==> src/design/rchc_pkg.sv <==
// Shared types and constants for the red cluster HSV classifier core.
package rchc_pkg;

    // Quotient width of the shared divider; every quotient it produces fits here
    localparam int QUO_W = 17;

    // Configuration register indexes
    localparam logic [1:0] CFG_HUE_LOW  = 2'd0;
    localparam logic [1:0] CFG_HUE_HIGH = 2'd1;
    localparam logic [1:0] CFG_SAT_MIN  = 2'd2;
    localparam logic [1:0] CFG_VAL_MIN  = 2'd3;

    // Register reset values
    localparam logic [15:0] HUE_LOW_RESET  = 16'd5243;
    localparam logic [15:0] HUE_HIGH_RESET = 16'd60293;
    localparam logic [16:0] SAT_MIN_RESET  = 17'd13107;
    localparam logic [15:0] VAL_MIN_RESET  = 16'd6553;

    // Sequencer states
    typedef enum logic [2:0] {
        S_IDLE,
        S_HDIV,
        S_SDIV,
        S_ACC,
        S_MHDIV,
        S_MSDIV,
        S_MVDIV,
        S_DONE
    } t_state;

endpackage

==> src/design/red_cluster_hsv_classifier_core.sv <==
// Red cluster HSV classifier: per-point HSV, per-cluster means and red test.
//
//  channel  | direction | handshake                 | payload
//  ---------+-----------+---------------------------+-----------------------------------
//  input    | in        | i_in_valid / o_in_stall   | i_red i_green i_blue i_cluster_end
//           |           |                           | i_scene_end
//  output   | out       | o_out_valid / i_out_stall | o_cluster_number .. o_count_overflow
//  config   | in        | i_cfg_we                  | i_cfg_index i_cfg_data
//
//  One restoring divider, one quotient bit a cycle, does all division; each division is one
//  load followed by QUO_W = 17 restoring steps. A coloured point runs the hue and
//  saturation divisions, a grey point skips both and a point past the count limit is not summed.
//  A closing point adds three mean divisions and a finish state that waits for the
//  output word register to free. Reset is synchronous and active low; a stalled output word
//  holds while the next point is already taken in.
module red_cluster_hsv_classifier_core #(
    parameter int MAX_POINTS   = 65536,
    parameter int MAX_CLUSTERS = 1024
) (
    input  logic        i_clk,
    input  logic        i_rst_n,
    // configuration
    input  logic        i_cfg_we,
    input  logic [1:0]  i_cfg_index,
    input  logic [16:0] i_cfg_data,
    // input channel
    input  logic        i_in_valid,
    output logic        o_in_stall,
    input  logic [7:0]  i_red,
    input  logic [7:0]  i_green,
    input  logic [7:0]  i_blue,
    input  logic        i_cluster_end,
    input  logic        i_scene_end,
    // output channel
    output logic        o_out_valid,
    input  logic        i_out_stall,
    output logic [9:0]  o_cluster_number,
    output logic [15:0] o_mean_hue,
    output logic [16:0] o_mean_sat,
    output logic [15:0] o_mean_val,
    output logic        o_is_red,
    output logic [9:0]  o_target_cluster,
    output logic        o_scene_done,
    output logic        o_count_overflow
);

    localparam int QW  = rchc_pkg::QUO_W;
    localparam int PW  = $clog2(MAX_POINTS + 1);
    localparam int CW  = (MAX_CLUSTERS > 2) ? $clog2(MAX_CLUSTERS) : 1;
    localparam int HTW = 16 + PW;
    localparam int STW = 17 + PW;
    localparam int VTW = 16 + PW;
    localparam int DW  = (STW > 27) ? STW : 27;
    localparam int VW  = (PW > 11) ? PW : 11;
    localparam int SW  = $clog2(QW + 1);

    // configuration registers
    logic [15:0] r_hue_low, r_hue_high, r_val_min;
    logic [16:0] r_sat_min;

    // sequencer and point latch
    rchc_pkg::t_state r_state, n_state;
    logic [7:0]  r_red, r_green, r_blue;
    logic        r_cend, r_send;

    // per-point and per-cluster results
    logic [15:0] r_h;
    logic [16:0] r_s;
    logic [15:0] r_mh, r_mv;
    logic [16:0] r_ms;
    logic [HTW-1:0] r_htot;
    logic [STW-1:0] r_stot;
    logic [VTW-1:0] r_vtot;
    logic [PW-1:0]  r_tally;
    logic           r_drop;
    logic [CW-1:0]  r_cnt, r_target;

    // shared divider
    logic [VW-1:0] r_rem, r_div;
    logic [QW-1:0] r_dsh, r_quo;
    logic [SW-1:0] r_step;

    // output word register
    logic        r_out_valid;
    logic [9:0]  r_o_num, r_o_target;
    logic [15:0] r_o_mh, r_o_mv;
    logic [16:0] r_o_ms;
    logic        r_o_red, r_o_scene, r_o_ovf;

    // control
    logic in_accept, out_free, div_state, div_load, div_done;
    logic tally_full;

    // colour arithmetic
    logic [7:0]  mx, mn, delta;
    logic [10:0] d6, num;
    logic [15:0] vv;

    // divider datapath
    logic [DW-1:0]    div_dividend;
    logic [VW-1:0]    div_divisor;
    logic [DW-QW-1:0] ld_hi;
    logic [VW:0]      rem_sh, rem_diff;
    logic             ge;
    logic [QW-1:0]    quo_next;

    // red test and cluster number widening
    logic           is_red;
    logic [CW+9:0]  cnt_wide, tgt_wide;
    logic [CW-1:0]  tgt_next;

    // Work out max, min, delta and the hexcone hue numerator
    always_comb begin
        mx = (r_red > r_green) ? r_red : r_green;
        mn = (r_red < r_green) ? r_red : r_green;
        mx = (mx > r_blue) ? mx : r_blue;
        mn = (mn < r_blue) ? mn : r_blue;
        delta = mx - mn;
        d6 = {1'b0, delta, 2'b00} + {2'b00, delta, 1'b0};
        if (mx == r_red) begin
            num = {3'b000, r_green} - {3'b000, r_blue};
            if (r_green < r_blue) begin
                num = num + d6;
            end
        end else if (mx == r_green) begin
            num = {2'b00, delta, 1'b0} + {3'b000, r_blue} - {3'b000, r_red};
        end else begin
            num = {1'b0, delta, 2'b00} + {3'b000, r_red} - {3'b000, r_green};
        end
        vv = {mx, mx};
    end

    // Select the divider operands for the current division
    always_comb begin
        unique case (r_state)
            rchc_pkg::S_SDIV: begin
                div_dividend = DW'({delta, 16'h0000});
                div_divisor  = VW'(mx);
            end
            rchc_pkg::S_MHDIV: begin
                div_dividend = DW'(r_htot);
                div_divisor  = VW'(r_tally);
            end
            rchc_pkg::S_MSDIV: begin
                div_dividend = DW'(r_stot);
                div_divisor  = VW'(r_tally);
            end
            rchc_pkg::S_MVDIV: begin
                div_dividend = DW'(r_vtot);
                div_divisor  = VW'(r_tally);
            end
            default: begin
                div_dividend = DW'({num, 16'h0000});
                div_divisor  = VW'(d6);
            end
        endcase
        ld_hi = div_dividend[DW-1:QW];
    end

    // One restoring step: shift in the next dividend bit, subtract if it fits
    always_comb begin
        rem_sh   = {r_rem, r_dsh[QW-1]};
        rem_diff = rem_sh - {1'b0, r_div};
        ge       = (rem_sh >= {1'b0, r_div});
        quo_next = {r_quo[QW-2:0], ge};
    end

    // Next state
    always_comb begin
        n_state = r_state;
        unique case (r_state)
            rchc_pkg::S_IDLE: begin
                if (in_accept) begin
                    if (!tally_full) begin
                        n_state = rchc_pkg::S_HDIV;
                    end else if (i_cluster_end) begin
                        n_state = rchc_pkg::S_MHDIV;
                    end
                end
            end
            rchc_pkg::S_HDIV: begin
                if (div_load && delta == 8'd0) begin
                    n_state = rchc_pkg::S_ACC;
                end else if (div_done) begin
                    n_state = rchc_pkg::S_SDIV;
                end
            end
            rchc_pkg::S_SDIV: begin
                if (div_done) begin
                    n_state = rchc_pkg::S_ACC;
                end
            end
            rchc_pkg::S_ACC: begin
                n_state = r_cend ? rchc_pkg::S_MHDIV : rchc_pkg::S_IDLE;
            end
            rchc_pkg::S_MHDIV: begin
                if (div_done) begin
                    n_state = rchc_pkg::S_MSDIV;
                end
            end
            rchc_pkg::S_MSDIV: begin
                if (div_done) begin
                    n_state = rchc_pkg::S_MVDIV;
                end
            end
            rchc_pkg::S_MVDIV: begin
                if (div_done) begin
                    n_state = rchc_pkg::S_DONE;
                end
            end
            rchc_pkg::S_DONE: begin
                if (out_free) begin
                    n_state = rchc_pkg::S_IDLE;
                end
            end
        endcase
    end

    // Sequencer outputs
    always_comb begin
        o_in_stall = 1'b1;
        div_state  = 1'b0;
        unique case (r_state)
            rchc_pkg::S_IDLE:  o_in_stall = 1'b0;
            rchc_pkg::S_HDIV,
            rchc_pkg::S_SDIV,
            rchc_pkg::S_MHDIV,
            rchc_pkg::S_MSDIV,
            rchc_pkg::S_MVDIV: div_state = 1'b1;
            rchc_pkg::S_ACC,
            rchc_pkg::S_DONE:  div_state = 1'b0;
        endcase
        in_accept = i_in_valid && !o_in_stall;
        out_free  = !r_out_valid || !i_out_stall;
        div_load  = div_state && (r_step == SW'(0));
        div_done  = div_state && (r_step == SW'(QW));
        tally_full = (r_tally == PW'(MAX_POINTS));
    end

    // Red test on the means, widen the cluster numbers to the port width
    always_comb begin
        is_red = (r_mh < r_hue_low || r_mh >= r_hue_high) &&
                 (r_ms > r_sat_min) && (r_mv > r_val_min);
        tgt_next = is_red ? r_cnt : r_target;
        cnt_wide = {10'd0, r_cnt};
        tgt_wide = {10'd0, tgt_next};
    end

    // Configuration writes
    always_ff @(posedge i_clk) begin
        if (!i_rst_n) begin
            r_hue_low  <= rchc_pkg::HUE_LOW_RESET;
            r_hue_high <= rchc_pkg::HUE_HIGH_RESET;
            r_sat_min  <= rchc_pkg::SAT_MIN_RESET;
            r_val_min  <= rchc_pkg::VAL_MIN_RESET;
        end else if (i_cfg_we) begin
            unique case (i_cfg_index)
                rchc_pkg::CFG_HUE_LOW:  r_hue_low  <= i_cfg_data[15:0];
                rchc_pkg::CFG_HUE_HIGH: r_hue_high <= i_cfg_data[15:0];
                rchc_pkg::CFG_SAT_MIN:  r_sat_min  <= i_cfg_data;
                rchc_pkg::CFG_VAL_MIN:  r_val_min  <= i_cfg_data[15:0];
            endcase
        end
    end

    // Advance the sequencer and the divider step count
    always_ff @(posedge i_clk) begin
        if (!i_rst_n) begin
            r_state <= rchc_pkg::S_IDLE;
            r_step  <= '0;
        end else begin
            r_state <= n_state;
            if (div_state && n_state == r_state && !div_done) begin
                r_step <= r_step + SW'(1);
            end else begin
                r_step <= '0;
            end
        end
    end

    // Latch the accepted word
    always_ff @(posedge i_clk) begin
        if (in_accept) begin
            r_red   <= i_red;
            r_green <= i_green;
            r_blue  <= i_blue;
            r_cend  <= i_cluster_end;
            r_send  <= i_scene_end;
        end
    end

    // Shared divider: load, then one quotient bit a cycle
    always_ff @(posedge i_clk) begin
        if (div_load) begin
            r_rem <= VW'(ld_hi);
            r_dsh <= div_dividend[QW-1:0];
            r_div <= div_divisor;
            r_quo <= '0;
        end else if (div_state) begin
            r_rem <= ge ? rem_diff[VW-1:0] : rem_sh[VW-1:0];
            r_dsh <= {r_dsh[QW-2:0], 1'b0};
            r_quo <= quo_next;
        end
    end

    // Capture quotients
    always_ff @(posedge i_clk) begin
        if (r_state == rchc_pkg::S_HDIV && div_load && delta == 8'd0) begin
            r_h <= '0;
            r_s <= '0;
        end
        if (div_done) begin
            unique case (r_state)
                rchc_pkg::S_HDIV:  r_h  <= quo_next[15:0];
                rchc_pkg::S_SDIV:  r_s  <= quo_next;
                rchc_pkg::S_MHDIV: r_mh <= quo_next[15:0];
                rchc_pkg::S_MSDIV: r_ms <= quo_next;
                rchc_pkg::S_MVDIV: r_mv <= quo_next[15:0];
                default: ;
            endcase
        end
    end

    // Cluster sums, point count and overflow flag
    always_ff @(posedge i_clk) begin
        if (!i_rst_n) begin
            r_htot  <= '0;
            r_stot  <= '0;
            r_vtot  <= '0;
            r_tally <= '0;
            r_drop  <= 1'b0;
        end else if (r_state == rchc_pkg::S_DONE && out_free) begin
            r_htot  <= '0;
            r_stot  <= '0;
            r_vtot  <= '0;
            r_tally <= '0;
            r_drop  <= 1'b0;
        end else if (r_state == rchc_pkg::S_ACC) begin
            r_htot  <= r_htot + HTW'(r_h);
            r_stot  <= r_stot + STW'(r_s);
            r_vtot  <= r_vtot + VTW'(vv);
            r_tally <= r_tally + PW'(1);
        end else if (in_accept && tally_full) begin
            r_drop  <= 1'b1;
        end
    end

    // Cluster counter and target; drop both at the end of a scene
    always_ff @(posedge i_clk) begin
        if (!i_rst_n) begin
            r_cnt    <= '0;
            r_target <= '0;
        end else if (r_state == rchc_pkg::S_DONE && out_free) begin
            if (r_send) begin
                r_cnt    <= '0;
                r_target <= '0;
            end else begin
                r_target <= tgt_next;
                if (r_cnt == CW'(MAX_CLUSTERS - 1)) begin
                    r_cnt <= '0;
                end else begin
                    r_cnt <= r_cnt + CW'(1);
                end
            end
        end
    end

    // Output word register: load when free, drop the valid once taken
    always_ff @(posedge i_clk) begin
        if (!i_rst_n) begin
            r_out_valid <= 1'b0;
        end else if (r_state == rchc_pkg::S_DONE && out_free) begin
            r_out_valid <= 1'b1;
        end else if (!i_out_stall) begin
            r_out_valid <= 1'b0;
        end
    end

    always_ff @(posedge i_clk) begin
        if (r_state == rchc_pkg::S_DONE && out_free) begin
            r_o_num    <= cnt_wide[9:0];
            r_o_mh     <= r_mh;
            r_o_ms     <= r_ms;
            r_o_mv     <= r_mv;
            r_o_red    <= is_red;
            r_o_target <= tgt_wide[9:0];
            r_o_scene  <= r_send;
            r_o_ovf    <= r_drop;
        end
    end

    assign o_out_valid      = r_out_valid;
    assign o_cluster_number = r_o_num;
    assign o_mean_hue       = r_o_mh;
    assign o_mean_sat       = r_o_ms;
    assign o_mean_val       = r_o_mv;
    assign o_is_red         = r_o_red;
    assign o_target_cluster = r_o_target;
    assign o_scene_done     = r_o_scene;
    assign o_count_overflow = r_o_ovf;

endmodule
==> config.mk <==
export PLATFORM = sky130hd
export DESIGN_NAME = red_cluster_hsv_classifier_core
export DESIGN_NICKNAME = d
export VERILOG_FILES = /design/src/design/rchc_pkg.sv /design/src/design/red_cluster_hsv_classifier_core.sv
export SDC_FILE = /design/constraint.sdc
export NUM_CORES = 1
export LEC_CHECK = 0
export ABC_AREA = 1
export BUFFER_PORTS_ARGS = -buffer_cell sky130_fd_sc_hd__buf_4
export CAP_MARGIN = 40
export CORE_ASPECT_RATIO = 1.1
export CORE_UTILIZATION = 25
export DETAILED_ROUTE_END_ITERATION = 10
export PLACE_DENSITY = 0.39
export SLEW_MARGIN = 20
export SYNTH_ARGS = -nofsm -noshare
export SYNTH_HDL_FRONTEND = slang
export SYNTH_SLANG_ARGS = --single-unit
==> constraint.sdc <==
create_clock -name i_clk -period 7.1 [get_ports i_clk]
set_clock_uncertainty 0.05 [all_clocks]
set_input_delay 0 -clock i_clk [delete_from_list [all_inputs] [get_ports i_clk]]
set_output_delay 0 -clock i_clk [all_outputs]
set_load 0.01 [all_outputs]
======== Yosys cells after proc, flatten, opt, wreduce, memory -nomap -nowiden ========
Index checks and enable logic that the tools add are counted.
storage, ports and cells
  flip-flop bits (word level) ............. 459
  output and inout bits ................... 74
cells by class
  add/subtract/negate cells ............... 15
  order comparisons ....................... 10
  equality and inequality tests ........... 17
  multiplexer cells ....................... 40
  bitwise logic cells ..................... 2
  reduce and logical (&&, ||, !) cells .... 34
operator list
  operator               count
  $mux 17                8
  $pmux 34 s4            1
  $add 33x16->33         2
  $mux 16                3
  $mux 10                4
  $add 34x17->34         1
  $pmux 17 s2            1
  $mux 11                3
  $mux 3                 11
  $mux 8                 4
  $lt 8x8->1             3
  $pmux 3 s8             1
  $ge 18x17->1           1
  $reduce_and 2->1       9
  $add 17x1->17 const B  1
  $eq 17x17->1 const B   1
  $gt 17x17->1           1
  $sub 17x17->17         1
  $eq 8x8->1             2
  $ge 16x16->1           1
  $gt 16x16->1           1
  $gt 8x8->1             2
  $lt 16x16->1           1
  $eq 3x3->1 const B     4
  31 further kinds       51

======== Depth between registers and ports, before layout ========
Gate-level depths: netlist of run 1.
  depth in word-level cells ............... 13
  gate-level depth with buffers ........... 53
  mapped depth without buffers ............ 52

======== Least setup slack after synthesis of run 1 ========
OpenSTA, ideal clock, no wires.
  kind .................................... reg2reg
  from .................................... reg r_red[0]
  to ...................................... reg r_rem[8] (data pin)
  arrival time ............................ 6.300 ns
  slack ................................... 0.493 ns
  stages on the path, launching flop included .. 45
  path buffers ............................ 1
  path through ............................ edfxtp_1 > inv_1 > ha_1 > inv_1 > fa_1 > nand3_1 > nand2_1 > nand2_2 > nand2_4 > o21ai_4 > buf_6 > o21ai_2 > ha_1 > nand2_1 > inv_1 > nand3_1 > inv_1 > nand2_1 > [... 9 more ...] > inv_1 > fa_1 > o31ai_1 > inv_1 > nor2_1 > nor2_1 > inv_1 > a21oi_1 > or2_2 > nand2_1 > a21oi_1 > xnor2_1 > nand2_1 > nand3_1 > nand3_1 > nand2_1 > nand2_1 > nand2_1
between the ends
  cells in the longest elaborated chain, start to end .. 11
  elaborated cells between the ends (all ways) .. 22
ends and longest elaborated chain
  what                                      line                                                                            RTL
  start, declared                           red_cluster_hsv_classifier_core.sv:63                                           logic [7:0] r_red, r_green, r_blue;
  start signal, assigned                    red_cluster_hsv_classifier_core.sv:284                                          r_red <= i_red;
  $gt 8x8->1 or $lt 8x8->1 (tied branches)  red_cluster_hsv_classifier_core.sv:114, red_cluster_hsv_classifier_core.sv:115
  $mux 8 (on tied branches)                 red_cluster_hsv_classifier_core.sv:114, red_cluster_hsv_classifier_core.sv:115
  $gt 8x8->1 or $lt 8x8->1 (tied branches)  red_cluster_hsv_classifier_core.sv:116, red_cluster_hsv_classifier_core.sv:117
  $mux 8 (on tied branches)                 red_cluster_hsv_classifier_core.sv:116, red_cluster_hsv_classifier_core.sv:117
  $sub 8x8->8                               red_cluster_hsv_classifier_core.sv:118                                          delta = mx - mn;
  $add 10x8->11 (tied with other cells)     red_cluster_hsv_classifier_core.sv:128                                          num = {1'b0, delta, 2'b00} + {3'b000, r_red} - {3'b000, r_green};
  $sub 11x8->11 (tied with other cells)     red_cluster_hsv_classifier_core.sv:128
  $mux 11 (on tied branches)                red_cluster_hsv_classifier_core.sv:125, red_cluster_hsv_classifier_core.sv:122
  $mux 11 *                                 red_cluster_hsv_classifier_core.sv:120                                          if (mx == r_red) begin
  $pmux 34 s4 *                             red_cluster_hsv_classifier_core.sv:135                                          unique case (r_state)
  $mux 17 *                                 red_cluster_hsv_classifier_core.sv:294                                          if (div_load) begin
  end signal, assigned                      red_cluster_hsv_classifier_core.sv:295                                          r_rem <= VW'(ld_hi);
  end signal, assigned                      red_cluster_hsv_classifier_core.sv:300                                          r_rem <= ge ? rem_diff[VW-1:0] : rem_sh[VW-1:0];
  end, declared                             red_cluster_hsv_classifier_core.sv:79                                           logic [VW-1:0] r_rem, r_div;
Every way passes the cells marked *; elsewhere a longest branch is shown, timed or not.
A chain may end at the register's enable or synchronous reset.

======== Final worst setup path of run 1 ========
Ends and elaborated chain as after synthesis.

==> results of run 1 <==
-- layout by cell type, fill, tap and decap left out, drive strengths merged, types with 13 or more instances in the layout --
master / count
xnor2: 21
o211ai: 38
inv: 499
xor2: 79
o21ai: 306
nand3: 136
buf: 192
ha: 202
nor3: 51
clkbuf: 80
nand4: 30
nor2: 198
o22ai: 42
dfxtp: 246
edfxtp: 213
clkinv: 25
o21a: 13
a21oi: 272
nand2: 452
o221ai: 13
nor4: 16
fa: 23
dlygate4sd3: 104
-- synth_stat cells (all sizes together), types with 6 or more instances --
library cell	count
clkinv	6
a31oi	8
o211ai	38
xor2	79
nor4	16
ha	202
fa	23
xnor2	21
o21a	13
o21bai	12
buf	14
edfxtp	213
a21oi	272
a211oi	11
nand2	452
a221oi	12
o21ai	306
and3	6
dfxtp	246
nor3	51
nand4	30
o22ai	42
clkbuf	67
o221ai	13
o31ai	7
inv	497
nor2	198
nand3	136
a21boi	7
-- critical path, delay by kind of cell, from the launching register on --
kind | cells | cell delay (ps)
buffers and inverters | 8 | 650
AO/OA/AOI/OAI | 11 | 1310
AND/OR/NAND/NOR | 17 | 1340
adder cells (fa/ha/maj) | 8 | 2510
XOR/XNOR | 1 | 160
flip-flops | 1 | 370
-- final cells by class --
type	count	area [um2]
repair buffers	297	2600
flip-flops and latches	459	11300
clock buffers	79	1580
inverters	503	1890
multi-input cells	1990	12400
fillers	10900	70500
well taps	1375	1720
clock inverters	27	335
-- metal layers --
metal | routed length [um] | up-vias | track usage, %
met5 | 0 | - | 0
met4 | 1970 | 0 | 4.58
met3 | 2490 | 102 | 1.94
met2 | 39900 | 294 | 27.6
met1 | 36600 | 9971 | 19.5
li1 | - | 10900 | -
-- repair_timing --
action                                  CTS  global route
setup buffers                             0             5
endpoints found under the setup margin    0             4
hold buffers                            104             0
resized for setup                         0            33
hold endpoints to repair                138             0
-- path summary, 6_finish.rpt --
kind / slack [ps] / endpoint / startpoint
worst max-delay path: 450 / r_rem[8] / r_red[0]
worst min-delay path: 100 / r_cend / i_cluster_end
worst max register to register: 450 / r_rem[8] / r_red[0]
worst min register to register: 380 / o_count_overflow / r_drop
-- sequential cells by signal, summed over array words and instances, names as in the netlist, 10 cells and up, named ones only --
signal            flops
r_tally              17
r_dsh                17
r_div                17
r_hue_low            16
r_mh                 16
r_quo                16
r_hue_high           16
r_rem                17
o_mean_val           16
r_target             10
o_target_cluster     10
r_htot               33
r_stot               34
r_mv                 16
o_mean_sat           17
o_mean_hue           16
r_sat_min            17
o_cluster_number     10
r_s                  17
r_val_min            16
r_cnt                10
r_ms                 17
r_vtot               33
-- metrics by stage --
stage                     area, um2  std cells  setup slack [ps]
after floorplan               25800       3033               493
after global placement        28600       4506               298
after detailed placement      28700       4514               236
after CTS                     31700       4724               223
after global routing          31900       4730              5.84
final                         31900       4730               453
-- kinds of logic after synthesis --
kind of cell,count (synthesis),synth area share (%)
and+or+nand+nor,903,15.5
AOI/OAI and AO/OA,762,16.9
buffers and inverters,584,8.66
DFF,459,43.9
adders and majority gates,225,11.6
xor gates and xnor gates,100,3.39
-- power groups by stage --
| stage | sequential, mW | clock [mW] | combinational (mW) |
|---|---|---|---|
| after floorplan | 3.04 | 0 | 3.21 |
| final | 2.99 | 2.98 | 4.61 |
| after global routing | 3.00 | 3.19 | 5.25 |
| after global placement | 3.05 | 0 | 4.42 |
| after CTS | 2.99 | 3.10 | 4.47 |
| after detailed placement | 3.05 | 0 | 4.40 |
==> results by group, run 1 <==
Detailed routing
  – Antenna-violating nets left: 0
  – Drt drc: 0
  – Drt wl/cell: 17.1 um
  – First-pass DRT Iterations: 5
  – WL final: 81.0 mm
  – DR iter-0 viols: 1081
  – Vias per cell: 4.49
  – Vias: 21200

Pwr
  – Maximum VDD drop: 0.000229 V
  – Flop pwr share: 28.3%
  – Cell Int Power: 6.52 mW
  – Switching Fraction: 38.3%
  – Cell leakage power: 13.5 nW
  – Power per Cell Area: 332 nW/um2
  – Logic pwr share: 43.6%
  – Clock power frac: 28.1%
  – Overall Power: 10.6 mW
  – Net Switching: 4.05 mW

Global routing
  – GR Overflow Total: 0
  – Vias in the first global route: 21300
  – Largest net degree at the start of global routing: 70
  – GR Util All Layers: 15.5%
  – Antenna violations before repair: 0
  – First-pass GRT wire length: 125 mm

STA
  – Fin crit period: 6650 ps
  – Crit share post-route: 93.6%
  – RSZ-0062 raised after global routing: no
  – Final hold vios: 0
  – WHS: 104 ps
  – Slew @ Worst Pin: 815 ps
  – Slew Limit Fails: 0
  – Rel. slew slack: 45.7%
  – Setup TNS: 0 ps
  – Endpoints failing setup: 0
  – Fmax: 150 MHz

Synthesis
  – Asr flop ratio synth: 0%
  – Post-synth EDFFs: 213
  – Synthesized Nets: 3308
  – Top cells by area, synth: edfxtp_1 25%, dfxtp_1 19%, ha_1 9.8%
  – Area leader, netlist: edfxtp_1
  – FF+latch count, synth: 459
  – Leading register cell type out of synthesis: dfxtp_1
  – Avg Cell Area, Syn: 8.51 um2
  – Gate Count Post-Synth: 3033
  – Synth cell types: 66
  – Synth Warn #: 0
  – Sequential area share after synthesis: 43.9%
  – Post-synth top area share: 24.8%
  – Synthesized cell area: 25800 um2

Clock tree
  – Worst-Skew Late Latency: 670 ps
  – Clock Pin Slew Worst Setup and Hold Paths: 60 ps
  – Clk buf depth: 3
  – Total CTS buffers: 56
  – CTS H-tree depth: 2
  – CTS sink cnt: 459
  – CTS tree: done
  – Clock root cell: clkbuf_16

Worst setup path
  – Worst Setup End Kind: register
  – Worst path required time: 7470 ps
  – CP Class: reg2reg
  – CP startpoint kind: register
  – Worst path max stage delay: 560 ps
  – R2R cell count: 45
  – Max FO, Critical Path: 8
  – CP dominant cell by count: nand2_1
  – Slowest stage cell, crit path: fa_2
  – Crit path DAT: 7020 ps

Floorplan
  – Num rows: 123
  – Die area: 104000 um2
  – Top Ports: 124
  – Die width: 308 um
  – Core area: 102000 um2
  – Initial Util: 25.2%
  – Die Y: 339 um

Final layout
  – Final nets: 3582
  – Layout Utilization: 31.1%
  – Area Growth Syn to Fin: 23.5%
  – N_diodes: 0
  – Share of cells above drive strength 1: 11.9%

Hold path
  – Hold WC Path Type: in2reg
  – Hold path depth: 2

Place
  – Gpl congestion: 0.821
  – DP HPWL: 60.3 mm
  – Buffers on Ports: 123

Job
  – Max Cap Violations: 0

Outcome
  – Status: finished clean
No activity file was read; power rests on OpenSTA's default activity.
==> inputs of run 2 (changes only) <==
--- a/config.mk
+++ b/config.mk
@@ -9,9 +9,9 @@
 export BUFFER_PORTS_ARGS = -buffer_cell sky130_fd_sc_hd__buf_4
 export CAP_MARGIN = 40
 export CORE_ASPECT_RATIO = 1.1
-export CORE_UTILIZATION = 25
+export CORE_UTILIZATION = 56
 export DETAILED_ROUTE_END_ITERATION = 10
-export PLACE_DENSITY = 0.39
+export PLACE_DENSITY = 0.75
 export SLEW_MARGIN = 20
 export SYNTH_ARGS = -nofsm -noshare
 export SYNTH_HDL_FRONTEND = slang
==> run 2 against run 1 <==
  * The run now ends with DRC left
  * Largest cell class unchanged
  * Critical endpoint is now r_rem[9]
  * Via count grew 5.5%
  * Power up 0.87%
  * Sequential share of layout area grew 1.8 points
  * Largest power group unchanged
  * Wire length down 9.8%
  * First-iteration DRC count rose by 69%
==> results by group, run 2 (synthesis results as in run 1) <==
Clock tree
  – Worst-Skew Late Latency: 620 ps
  – CTS tree: done
  – CTS sink cnt: 459
  – Clock root cell: clkbuf_16
  – CTS H-tree depth: 2
  – Total CTS buffers: 47
  – Clk buf depth: 3
  – Clock Pin Slew Worst Setup and Hold Paths: 60 ps

Hold path
  – Hold EP: r_blue[0]
  – Hold Crit Start: i_blue[0]
  – Hold path depth: 2
  – Hold WC Path Type: in2reg

Final layout
  – Most common cell after layout, fill and taps aside: inv_1
  – Share of cells above drive strength 1: 12.4%
  – Max reg flops: 34
  – Largest regs: r_stot (34), r_htot (33), r_vtot (33)
  – Area Growth Syn to Fin: 17.7%
  – Commonest non-fill, non-tap cells in the layout: 473 x inv_1, 424 x nand2_1, 260 x a21oi_1
  – Final nets: 3536
  – Layout Utilization: 66.7%
  – Top reg by flops: r_stot

Place
  – Buffers on Ports: 123
  – Gpl congestion: 0.931
  – DP HPWL: 53.3 mm
  – Pre-CTS setup slack: 141 ps

Pwr
  – Cell Int Power: 6.55 mW
  – Flop pwr share: 28.1%
  – Clock power frac: 24.9%
  – Power per Cell Area: 351 nW/um2
  – Cell leakage power: 13.3 nW
  – Net Switching: 4.12 mW
  – Logic pwr share: 47.1%
  – Switching Fraction: 38.6%
  – Maximum VDD drop: 0.000388 V

Detailed routing
  – First-pass DRT Iterations: 8
  – Vias: 22400
  – Antenna-violating nets left: 0
  – WL final: 73.1 mm
  – Vias per cell: 5.76
  – Drt wl/cell: 18.8 um
  – DR iter-0 viols: 1830
  – Drt drc: 20

STA
  – Fmax: 149 MHz
  – Fin crit period: 6700 ps
  – Post-route worst setup slack: 397 ps
  – Setup TNS: 0 ps
  – Crit share post-route: 94.4%
  – Endpoints failing setup: 0
  – WHS: 65.9 ps
  – Slew @ Worst Pin: 847 ps
  – Rel. slew slack: 43.5%
  – Final hold vios: 0
  – Slew Limit Fails: 0

Floorplan
  – Top Ports: 124
  – Die area: 46900 um2
  – Initial Util: 56.6%
  – Die width: 207 um
  – Die Y: 227 um
  – Num rows: 82
  – Core area: 45600 um2

Worst setup path
  – Max FO, Critical Path: 9
  – Setup slack, reg-to-reg: 400 ps
  – Slowest stage cell, crit path: fa_2
  – CP dominant cell by count: nand2_1
  – Crit path DAT: 6980 ps
  – Worst path max stage delay: 440 ps
  – CP Class: reg2reg
  – Worst Setup End Kind: register
  – R2R cell count: 49
  – CP startpoint kind: register
  – Reg2reg end: r_rem[9]
  – Worst path required time: 7370 ps
  – RR Startpoint: r_red[0]

Global routing
  – GR Overflow Total: 0
  – Vias in the first global route: 22000
  – Largest net degree at the start of global routing: 70
  – GR Util All Layers: 30.9%
  – Antenna violations before repair: 1
  – First-pass GRT wire length: 114 mm

Outcome
  – Failing checks: DRC
  – Status: finished with violations

Job
  – Max Cap Violations: 0
run 2: stage by stage:
stage / power (mW) / instances / area, um2
after floorplan: 6.25 / 3033 / 25800
after CTS: 10.0 / 3875 / 30000
after global placement: 7.21 / 3715 / 27500
after global routing: 11.3 / 3889 / 30400
final: 10.7 / 3889 / 30400
after detailed placement: 7.33 / 3719 / 27600
run 2: per-layer routing:
| metal | global-route usage (%) | vias to the layer above | wire [um] |
|---|---|---|---|
| li1 | - | 10800 | - |
| met1 | 38.6 | 10700 | 29900 |
| met2 | 54.7 | 819 | 36200 |
| met3 | 3.75 | 160 | 4520 |
| met4 | 10.6 | 0 | 2390 |
| met5 | 0 | - | 0 |
run 2: what timing repair did:
item	CTS	global route
buffers inserted	0	11
gates resized for setup	0	64
setup endpoints to repair	0	5
hold buffers	68	0
hold endpoints to repair	101	0
run 2: area by class of cell:
type                            instances  area [um2]
Fill cell                            3653       15200
Multi-Input combinational cell       1992       12600
Sequential cell                       459       11300
Timing Repair Buffer                  258        2160
Inverter                              503        1900
Clock buffer                           57        1240
Tap cell                              588         736
Clock inverter                         31         435
Antenna cell                            1        2.50
run 2: power groups by stage:
stage	combinational (mW)	clock (mW)	sequential, mW
after floorplan	3.21	0	3.04
final	5.02	2.66	2.99
after global routing	5.57	2.78	3.00
after CTS	4.34	2.67	2.99
after detailed placement	4.28	0	3.05
after global placement	4.17	0	3.05
run 2: how the worst max path moves through the flow:
stage             start       end
6_report       r_red[0]  r_rem[9]
5_1_grt        r_red[0]  r_rem[9]
4_1_cts        r_red[0]  r_rem[9]
3_5_place_dp   r_red[0]  r_rem[9]
3_3_place_gp   r_red[0]  r_rem[8]
2_1_floorplan  r_red[0]  r_rem[8]
run 2: worst max-delay path, delay by kind of cell, from the launching register on:
family / cells / cell delay, ps
xor+xnor: 1 / 220
flops: 1 / 390
buf+inv: 7 / 620
compound gates: 10 / 1160
fa+ha+maj: 7 / 2040
simple gates: 24 / 1970
